==> src/hw/rtl/pac_pkg.sv <==
// Shared definitions for the pixel alpha compositor: blend mode codes and
// ARGB8888 channel layout constants. No dependencies.
`default_nettype none

package pac_pkg;

	typedef logic [2:0] mode_t;

	localparam mode_t MODE_COPY     = 3'd0;
	localparam mode_t MODE_SRC_OVER = 3'd1;
	localparam mode_t MODE_DST_OVER = 3'd2;
	localparam mode_t MODE_SRC_IN   = 3'd3;
	localparam mode_t MODE_DST_IN   = 3'd4;
	localparam mode_t MODE_SCREEN   = 3'd5;

	localparam int unsigned PIXEL_W  = 32;
	localparam int unsigned CHAN_W   = 8;
	localparam int unsigned NUM_CHAN = 4;
	localparam int unsigned ALPHA_LSB = 24;

	localparam logic [CHAN_W-1:0] CHAN_MAX = 8'hFF;

	typedef logic [PIXEL_W-1:0] pixel_t;
	typedef logic [CHAN_W-1:0]  chan_t;

endpackage

`default_nettype wire

==> src/hw/rtl/pac_blend.sv <==
// Combinational compositing datapath: one source and one destination pixel
// in, the new destination pixel out. Depends on pac_pkg.
`default_nettype none

module pac_blend
	import pac_pkg::*;
(
	input  wire mode_t  mode,
	input  wire pixel_t src,
	input  wire pixel_t dst,
	input  wire logic   covers,
	output pixel_t      res
);

	chan_t  sa;
	chan_t  da;
	chan_t  inv_sa;
	pixel_t over_pix;
	pixel_t in_pix;
	logic   sa_zero;
	logic   sa_full;
	logic   da_zero;

	assign sa      = src[ALPHA_LSB +: CHAN_W];
	assign da      = dst[ALPHA_LSB +: CHAN_W];
	assign inv_sa  = CHAN_MAX - sa;
	assign sa_zero = (sa == '0);
	assign sa_full = (sa == CHAN_MAX);
	assign da_zero = (da == '0);

	// Per-channel blends. The alpha channel of the source already holds Sa,
	// so the same formula serves all four lanes.
	always_comb begin
		logic [2*CHAN_W-1:0] mix;
		logic [2*CHAN_W-1:0] scl;
		for (int i = 0; i < NUM_CHAN; i++) begin
			mix = dst[i*CHAN_W +: CHAN_W] * inv_sa + src[i*CHAN_W +: CHAN_W] * sa;
			scl = src[i*CHAN_W +: CHAN_W] * da;
			over_pix[i*CHAN_W +: CHAN_W] = mix[2*CHAN_W-1:CHAN_W];
			in_pix[i*CHAN_W +: CHAN_W]   = scl[2*CHAN_W-1:CHAN_W];
		end
	end

	always_comb begin
		res = dst;
		unique case (mode)
			MODE_COPY: begin
				if (covers)
					res = src;
			end
			MODE_SRC_OVER, MODE_SCREEN: begin
				if (covers) begin
					if (sa_full)
						res = src;
					else if (!sa_zero)
						res = over_pix;
				end
			end
			MODE_DST_OVER: begin
				if (covers && da_zero && !sa_zero)
					res = src;
			end
			MODE_SRC_IN: begin
				res = (covers && !da_zero && !sa_zero) ? in_pix : '0;
			end
			MODE_DST_IN: begin
				if (!(covers && !da_zero && !sa_zero))
					res = '0;
			end
			default: begin
				res = dst;
			end
		endcase
	end

endmodule

`default_nettype wire

==> src/hw/rtl/pixel_alpha_compositor_core.sv <==
// Top level of the pixel alpha compositor: input register, blend datapath
// and result register. Depends on pac_pkg and pac_blend.
`default_nettype none

// Usage:
// A pixel transfer is issued by raising start with src_pixel, dst_pixel and
// src_covers valid; it is taken at any rising edge where start is high and
// busy is low. busy is never raised, so one pixel may be issued on every
// clock cycle with no gaps.
// The pixel is captured in an input register, blended by a short
// combinational path (8x8 multiplies, one add and a mode select per
// channel), and captured in a result register. The new destination pixel
// appears on result_pixel once it is in the result register, with
// result_valid high for exactly one cycle. Throughput is one pixel per clock.
// The receiver cannot stall the block; it must take each result in the
// cycle in which result_valid is high.
// The blend mode register is written over the cfg_valid/cfg_ready channel
// (cfg_ready is always high). It should only be changed while no pixel is
// in flight, since a pixel in the input register is blended under the new mode at once.
// Reset (arst_n low) clears the mode to copy and drops all in-flight
// pixels; no result strobe is produced for them.

module pixel_alpha_compositor_core
	import pac_pkg::*;
(
	input  wire logic   clk,
	input  wire logic   arst_n,
	input  wire logic   start,
	output logic        busy,
	input  wire pixel_t src_pixel,
	input  wire pixel_t dst_pixel,
	input  wire logic   src_covers,
	output logic        result_valid,
	output pixel_t      result_pixel,
	input  wire logic   cfg_valid,
	output logic        cfg_ready,
	input  wire mode_t  cfg_data
);

	mode_t  mode_q;
	logic   vld_s1;
	pixel_t src_s1;
	pixel_t dst_s1;
	logic   cov_s1;
	pixel_t blend_res;
	logic   vld_s2;
	pixel_t res_s2;

	// The block never holds off a new pixel or a mode write.
	assign busy      = 1'b0;
	assign cfg_ready = 1'b1;

	always_ff @(posedge clk or negedge arst_n) begin
		if (!arst_n) begin
			mode_q <= MODE_COPY;
		end else if (cfg_valid && cfg_ready) begin
			mode_q <= cfg_data;
		end
	end

	// Input register stage.
	always_ff @(posedge clk or negedge arst_n) begin
		if (!arst_n) begin
			vld_s1 <= 1'b0;
		end else begin
			vld_s1 <= start && !busy;
		end
	end

	always_ff @(posedge clk) begin
		if (start && !busy) begin
			src_s1 <= src_pixel;
			dst_s1 <= dst_pixel;
			cov_s1 <= src_covers;
		end
	end

	pac_blend u_blend (
		.mode   (mode_q),
		.src    (src_s1),
		.dst    (dst_s1),
		.covers (cov_s1),
		.res    (blend_res)
	);

	// Result register stage.
	always_ff @(posedge clk or negedge arst_n) begin
		if (!arst_n) begin
			vld_s2 <= 1'b0;
		end else begin
			vld_s2 <= vld_s1;
		end
	end

	always_ff @(posedge clk) begin
		if (vld_s1) begin
			res_s2 <= blend_res;
		end
	end

	assign result_valid = vld_s2;
	assign result_pixel = res_s2;

endmodule

`default_nettype wire

==> config.mk <==
export PLATFORM = sky130hd
export DESIGN_NAME = pixel_alpha_compositor_core
export DESIGN_NICKNAME = d
export VERILOG_FILES = /design/src/hw/rtl/pac_pkg.sv /design/src/hw/rtl/pac_blend.sv /design/src/hw/rtl/pixel_alpha_compositor_core.sv
export SDC_FILE = /design/constraint.sdc
export NUM_CORES = 2
export LEC_CHECK = 0
export ABC_AREA = 0
export BUFFER_PORTS_ARGS = -buffer_cell sky130_fd_sc_hd__clkbuf_2
export CELL_PAD_IN_SITES_DETAIL_PLACEMENT = 1
export CELL_PAD_IN_SITES_GLOBAL_PLACEMENT = 2
export CORE_ASPECT_RATIO = 0.7
export CORE_MARGIN = 1
export CORE_UTILIZATION = 45
export CTS_BUF_LIST = sky130_fd_sc_hd__clkbuf_16
export CTS_CLUSTER_DIAMETER = 200
export DETAILED_ROUTE_END_ITERATION = 7
export PLACE_DENSITY = 0.95
export SYNTH_ARGS = -nofsm -noshare
export SYNTH_HDL_FRONTEND = slang
export SYNTH_HIERARCHICAL = 1
export SYNTH_SLANG_ARGS = --single-unit
==> constraint.sdc <==
create_clock -name clk -period 12.5 [get_ports clk]
set_input_delay 3.75 -clock clk [delete_from_list [all_inputs] [get_ports clk]]
set_output_delay 3.75 -clock clk [all_outputs]
set_load 0.02 [all_outputs]
==> Yosys cells after proc, flatten, opt, wreduce, memory -nomap -nowiden <==
Cells that the tools add are included.
{ "word_totals": {"regBits": 102, "input_bits": 72, "out_inout_bits": 35, "elab_cells": 48} }
{ "classes": {"n_addsub": 5, "mul": 12, "n_eq_ne": 6, "mux": 8, "n_reduce_logical": 10} }
{ "ops": {"columns": ["op", "n"], "rows": [
  ["2-to-1 mux 32 bit", 7],
  ["multiplier 8 x 8 -> 16 bit", 12],
  ["one-hot mux 32 bit (5 select lines)", 1],
  ["adder 16 bit", 4],
  ["zero test 8 bit", 2],
  ["== test 8 bit (second input constant)", 1],
  ["subtractor 8 bit (first input constant)", 1],
  ["== test 3 x 2 -> 1 bit (second input constant)", 2],
  ["== test 3 bit (second input constant)", 2],
  ["logical AND 1 bit", 4],
  ["== test 3 x 1 -> 1 bit (second input constant)", 1],
  ["zero test 3 bit", 1],
  ["zero test 1 bit", 2],
  ["OR reduction 2 bit", 1]
]} }

==> Logic depth before layout (Yosys ltp) <==
{ "logic_depth": {"depth_word": 7, "depth_mapped": 24, "mapped_depth_nobuf": 22} }

==> Hierarchy <==
The synthesis kept the hierarchy.
{ "modules_own_cells": {"columns": ["mod", "instances", "cells_per_inst", "area_per_inst_um2", "seq_area_each_um2"], "rows": [
  ["pac_blend", 1, 3045, 25614.6, 0.0],
  ["pixel_alpha_compositor_core", 1, 109, 3094.2, 3037.9]
]} }

==> Worst setup path after synthesis <==
Ideal clock, no wire load.
{ "synth_timing": {"path_kind": "register -> register", "start": "register src_s1[26]", "end": "register res_s2[29], in the netlist result_pixel[29], data pin", "setup_ps": 260, "arrival_time_ps": 6191, "required_time_ps": 12240, "setup_slack_ps": 6049, "path_stages_with_launch": 25, "n_path_buf": 2, "synth_period_minus_slack_ps": 6451, "cell_sequence": "edfxtp_1 > inv_1 > clkbuf_1 > clkbuf_1 > nand2_1 > fa_1 > inv_1 > ha_1 > inv_1 > fa_1 > inv_1 > fa_1 > inv_1 > fa_1 > inv_1 > fa_1 > ha_1 > o21ai_0 > o21bai_1 > or4_4 > a221o_1 > and2_4 > or4_4 > a41oi_1 > o21ai_1"} }
{ "synth_via": {"elab_chain_len": 7, "elab_cells_between_ends": 17, "classes_between": "add/sub (2); mul (3); eq/ne (1); mux (7); reduce/logical (4)"} }
{ "synth_rtl": {"columns": ["element", "line", "source"], "rows": [
  ["from (decl)", "pixel_alpha_compositor_core.sv:42", "pixel_t src_s1;"],
  ["from (signal assigned)", "pixel_alpha_compositor_core.sv:72", "src_s1 <= src_pixel;"],
  ["subtractor 8 bit", "pac_blend.sv:26", "assign inv_sa = CHAN_MAX - sa;"],
  ["multiplier 8 x 8 -> 16 bit", "pac_blend.sv:37", "mix = dst[i*CHAN_W +: CHAN_W] * inv_sa + src[i*CHAN_W +: CHAN_W] * sa;"],
  ["adder 16 bit", "pac_blend.sv:37", null],
  ["2-to-1 mux 32 bit", "pac_blend.sv:55", "else if (!sa_zero)"],
  ["2-to-1 mux 32 bit", "pac_blend.sv:53", "if (sa_full)"],
  ["2-to-1 mux 32 bit", "pac_blend.sv:52", "if (covers) begin"],
  ["one-hot mux 32 bit (5 select lines) (*)", "pac_blend.sv:46", "unique case (mode)"],
  ["via blend_res[29]", "pixel_alpha_compositor_core.sv:45", "pixel_t blend_res;"],
  ["to (signal assigned)", "pixel_alpha_compositor_core.sv:97", "res_s2 <= blend_res;"],
  ["to (decl)", "pixel_alpha_compositor_core.sv:47", "pixel_t res_s2;"]
]} }
The timed path passes the listed nets; every way through them passes the cells marked *.
A chain may end at the register's enable or synchronous reset.

==> Final worst setup path <==
Same ends and word-level chain as after synthesis.

==> summary.txt <==
Synth
  – Synthesized cell area: 28710 µm²
  – Syn Nets: 4098
  – Top-area cell type share of the netlist area: 35.35%
  – Synth async-reset ratio: about 5%
  – Post-Syn Instances: 3154
  – Mean area per synthesized cell: about 9 µm²
  – Number of flops mapped to enable cells by yosys: 97
  – Post-synthesis sequential area ratio: a little over a tenth
  – Leading area contributor after synthesis: fa_1
  – Synth area leaders: fa_1, ha_1, edfxtp_1
  – Post-synthesis cell type count: 79
  – Ys Warns: 6
  – Top FF cell, synth: edfxtp_1
  – Number of synthesized register bits: between 100 and 150

Timing
  – Tightest Pin Transition: 1.356 ns
  – Final worst path period share: 59.60%
  – Final min period: 7.450 ns
  – Peak Freq: 134.2 MHz
  – Final hold violations: 0
  – Final setup TNS: 0 ns
  – Clk_skew: 0.01223 ns
  – Final Max Tran Viols: 0
  – Worst slew margin: 9.472%
  – RSZ-0062 raised after global routing: false
  – # setup viols final: 0

Setup path
  – WP buf/inv: 7
  – Cell Chain, Critical Path: buf_4 > inv_1 > nand2_1 > fa_1 > inv_1 > ha_1 > inv_1 > fa_1 > inv_1 > fa_1 > inv_1 > fa_1 > inv_1 > fa_1 > ha_1 > o21ai_0 > o21bai_1 > or4_4 > a221o_1 > and2_4 > or4_4 > a41oi_1 > o21ai_1
  – Setup crit start kind: flop
  – Reg2Reg Depth: 23
  – Crit path max-delay family: adder cells
  – Reg-to-Reg End: result_pixel[29]$_DFFE_PP_
  – Worst EP arrival: 7.62 ns
  – Slowest cell on crit path: inv_1
  – Max Fanout on Critical Path: 31
  – Critical path capture point type: flop
  – R2R Setup Slk: around 5.1 ns
  – Most used cell, CP: inv_1
  – WP data required: 12.67 ns
  – RR Startpoint: src_s1[26]$_DFFE_PP_
  – Critical path class: flop to flop
  – Critical path launch point: src_s1[26]$_DFFE_PP_
  – Largest stage delay on the critical path: around 0.9 ns

Floorplan
  – Site Rows: between 70 and 80
  – Die Y: 213.3 µm
  – Core ar.: ~63000 µm²
  – Io pins: between 100 and 150
  – Die width: 303.9 µm
  – Starting Density: 45.49%
  – Full die area: roughly 65000 µm²

GRT
  – Vias in the first global route: roughly 25000
  – Initial antenna violation count: 3
  – Overflow after GRT: 0
  – Tot GR Track Use: 29.63%
  – First-pass GRT wire length: 145200 µm
  – Largest net degree at the start of global routing: 67

Layout
  – Final core utilization: 47.71%
  – Layout cells sized above 1: under 10%
  – Nets: 4069
  – # fillers: 7256
  – Layout area overhead: 4.877%

Hold path
  – Hold endpoint: result_valid$_DFF_PN0_
  – WHS Path Cells: 0
  – Hold Startpoint: vld_s1$_DFF_PN0_
  – Hold Path Class: flop to flop

Clock network
  – Post-CTS sizing: 0
  – Post-CTS setup buffers: 0
  – Clk buf depth: 2
  – CTS Buf Count: 9
  – Clk_lat worst skew: 0.42 ns
  – Sink Count: between 100 and 150
  – Worst-path clk slew: 0.09 ns
  – CTS tree: built
  – Clock Root Buffer: clkbuf_16
  – H-tree levels: 3
  – Hold-fix buffers, CTS: 0

Routing
  – Via/cell ratio: 5.561
  – Post-Route WL: ~92000 µm
  – DR WL/cell: between 20 and 25 µm
  – Routed Antenna Nets: 0
  – Drt pass-1 iters: 6
  – Initial drt markers: 1612
  – DR vias: 22020
  – Residual DRC: 0

Power and ir drop
  – Power density over the cells: 285.8 nW/µm²
  – Total power: between 8000 and 9000 µW
  – Pleak: 0.01522 µW
  – Worst vdd ir: 0.2995 mV

Placement
  – Gpl congestion: 0.8829
  – HPWL after DPL: 67000 µm
  – Port bufs: 104

Run status
  – Status: finished, final reports clean

Job
  – Number of max-cap violations: 0
-- final cells by class --
class	instances	area (µm²)	area share [%]
flip-flops and latches	102	3039	10.09
diodes	1	2.502	0.008311
repair buffers	141	800.8	2.660
well taps	829	1037	3.445
inverters	694	2605	8.652
clock inverters	7	71.32	0.2369
multi-input cells	2177	22330	74.16
clock buffers	9	225.2	0.7480
-- placed cells by master, fill, tap and decap left out, types with 9 or more instances in the layout --
cell and instances:
a211oi_1 11, a21o_1 15, a21oi_1 62, a221oi_1 15, and2_1 270, buf_4 38
clkbuf_16 9, clkbuf_2 103, edfxtp_1 97, fa_1 507, ha_1 365, inv_1 693
nand2_1 279, nand2b_1 66, nand3_1 16, nand4_1 9, nor2_1 96, nor2b_1 144
nor3_1 22, o21ai_0 50, o21bai_1 13, o22ai_1 10, o31ai_1 10, xnor2_1 49
xor2_1 19
-- how the worst max path moves through the flow --
| stage | end | slack [ns] | cells past startpoint |
|---|---|---|---|
| floorplan | result_pixel[29]$_DFFE_PP_ | 6.05 | 24 |
| global placement | result_pixel[29]$_DFFE_PP_ | 5.27 | 23 |
| detailed placement | result_pixel[21]$_DFFE_PP_ | 5.09 | 21 |
| CTS | result_pixel[21]$_DFFE_PP_ | 5.03 | 21 |
| global route | result_pixel[6]$_DFFE_PP_ | 4.75 | 21 |
| finish | result_pixel[29]$_DFFE_PP_ | 5.05 | 23 |
-- Yosys cell counts, types with 7 or more instances --
cell type  instances
and2_1           270
nor2b_1          144
xnor2_1           49
a221oi_1          15
inv_1            692
ha_1             365
nor3_1            22
o22ai_1           10
nand4_1            9
o31ai_1           10
nand2b_1          66
o21bai_1          13
a21o_1            15
a21oi_1           63
a222oi_1           7
o21ai_0           50
edfxtp_1          97
nand2_1          279
o211ai_1           8
o221ai_1           8
nor4_1             7
nand3_1           16
xor2_1            19
o21a_1             7
nor2_1            97
fa_1             507
clkbuf_1         157
and3_1             8
buf_1             13
a211oi_1          11
-- report_power, final --
group	internal (µW)	switching, µW	total (µW)	leakage [µW]
clock network	156	178	334	0.000145
registers	472	106	578	0.00101
logic	3230	4460	7690	0.0141
total	3860	4750	8610	0.0152
-- metal layers --
metal / part of all wire [%] / vias to the layer above / global-route usage, % / wire length, µm
li1: - / 9606 / - / -
met1: 42 / 11530 / 38.55 / 38930
met2: 48 / 732 / 50.55 / 44120
met3: 6.3 / 157 / 4.744 / 5786
met4: 3.1 / 2 / 10.08 / 2805
met5: 0.013 / - / 0 / 12
-- metrics by stage --
stage,area (µm²),instances,setup slack (ns),hold slack (ns)
final,30110,3960,5.050,0.7803
after global routing,30110,3959,4.749,0.7967
after CTS,30110,3959,5.032,0.7781
after detailed placement,29810,3943,5.086,0.7609
after global placement,29810,3943,5.270,0.7734
after floorplan,28710,3154,6.049,0.4787
-- registers in the layout, indices dropped and copies added, names as in the netlist --
name	cells
result_pixel	32
vld_s1	1
dst_s1	32
src_s1	32
cov_s1	1
mode_q	3
result_valid	1
-- cell families after synthesis --
logic type               share of synthesized area [%]
AND/OR/NAND/NOR                                  17.25
flip-flops                                       10.58
other                                          0.03922
buffers and inverters                            11.68
adder cells (fa/ha/maj)                          51.26
AO/OA/AOI/OAI                                    6.816
XOR/XNOR                                         2.075
multiplexers                                    0.2964
Note: power is estimated with default switching activity, not from simulation.
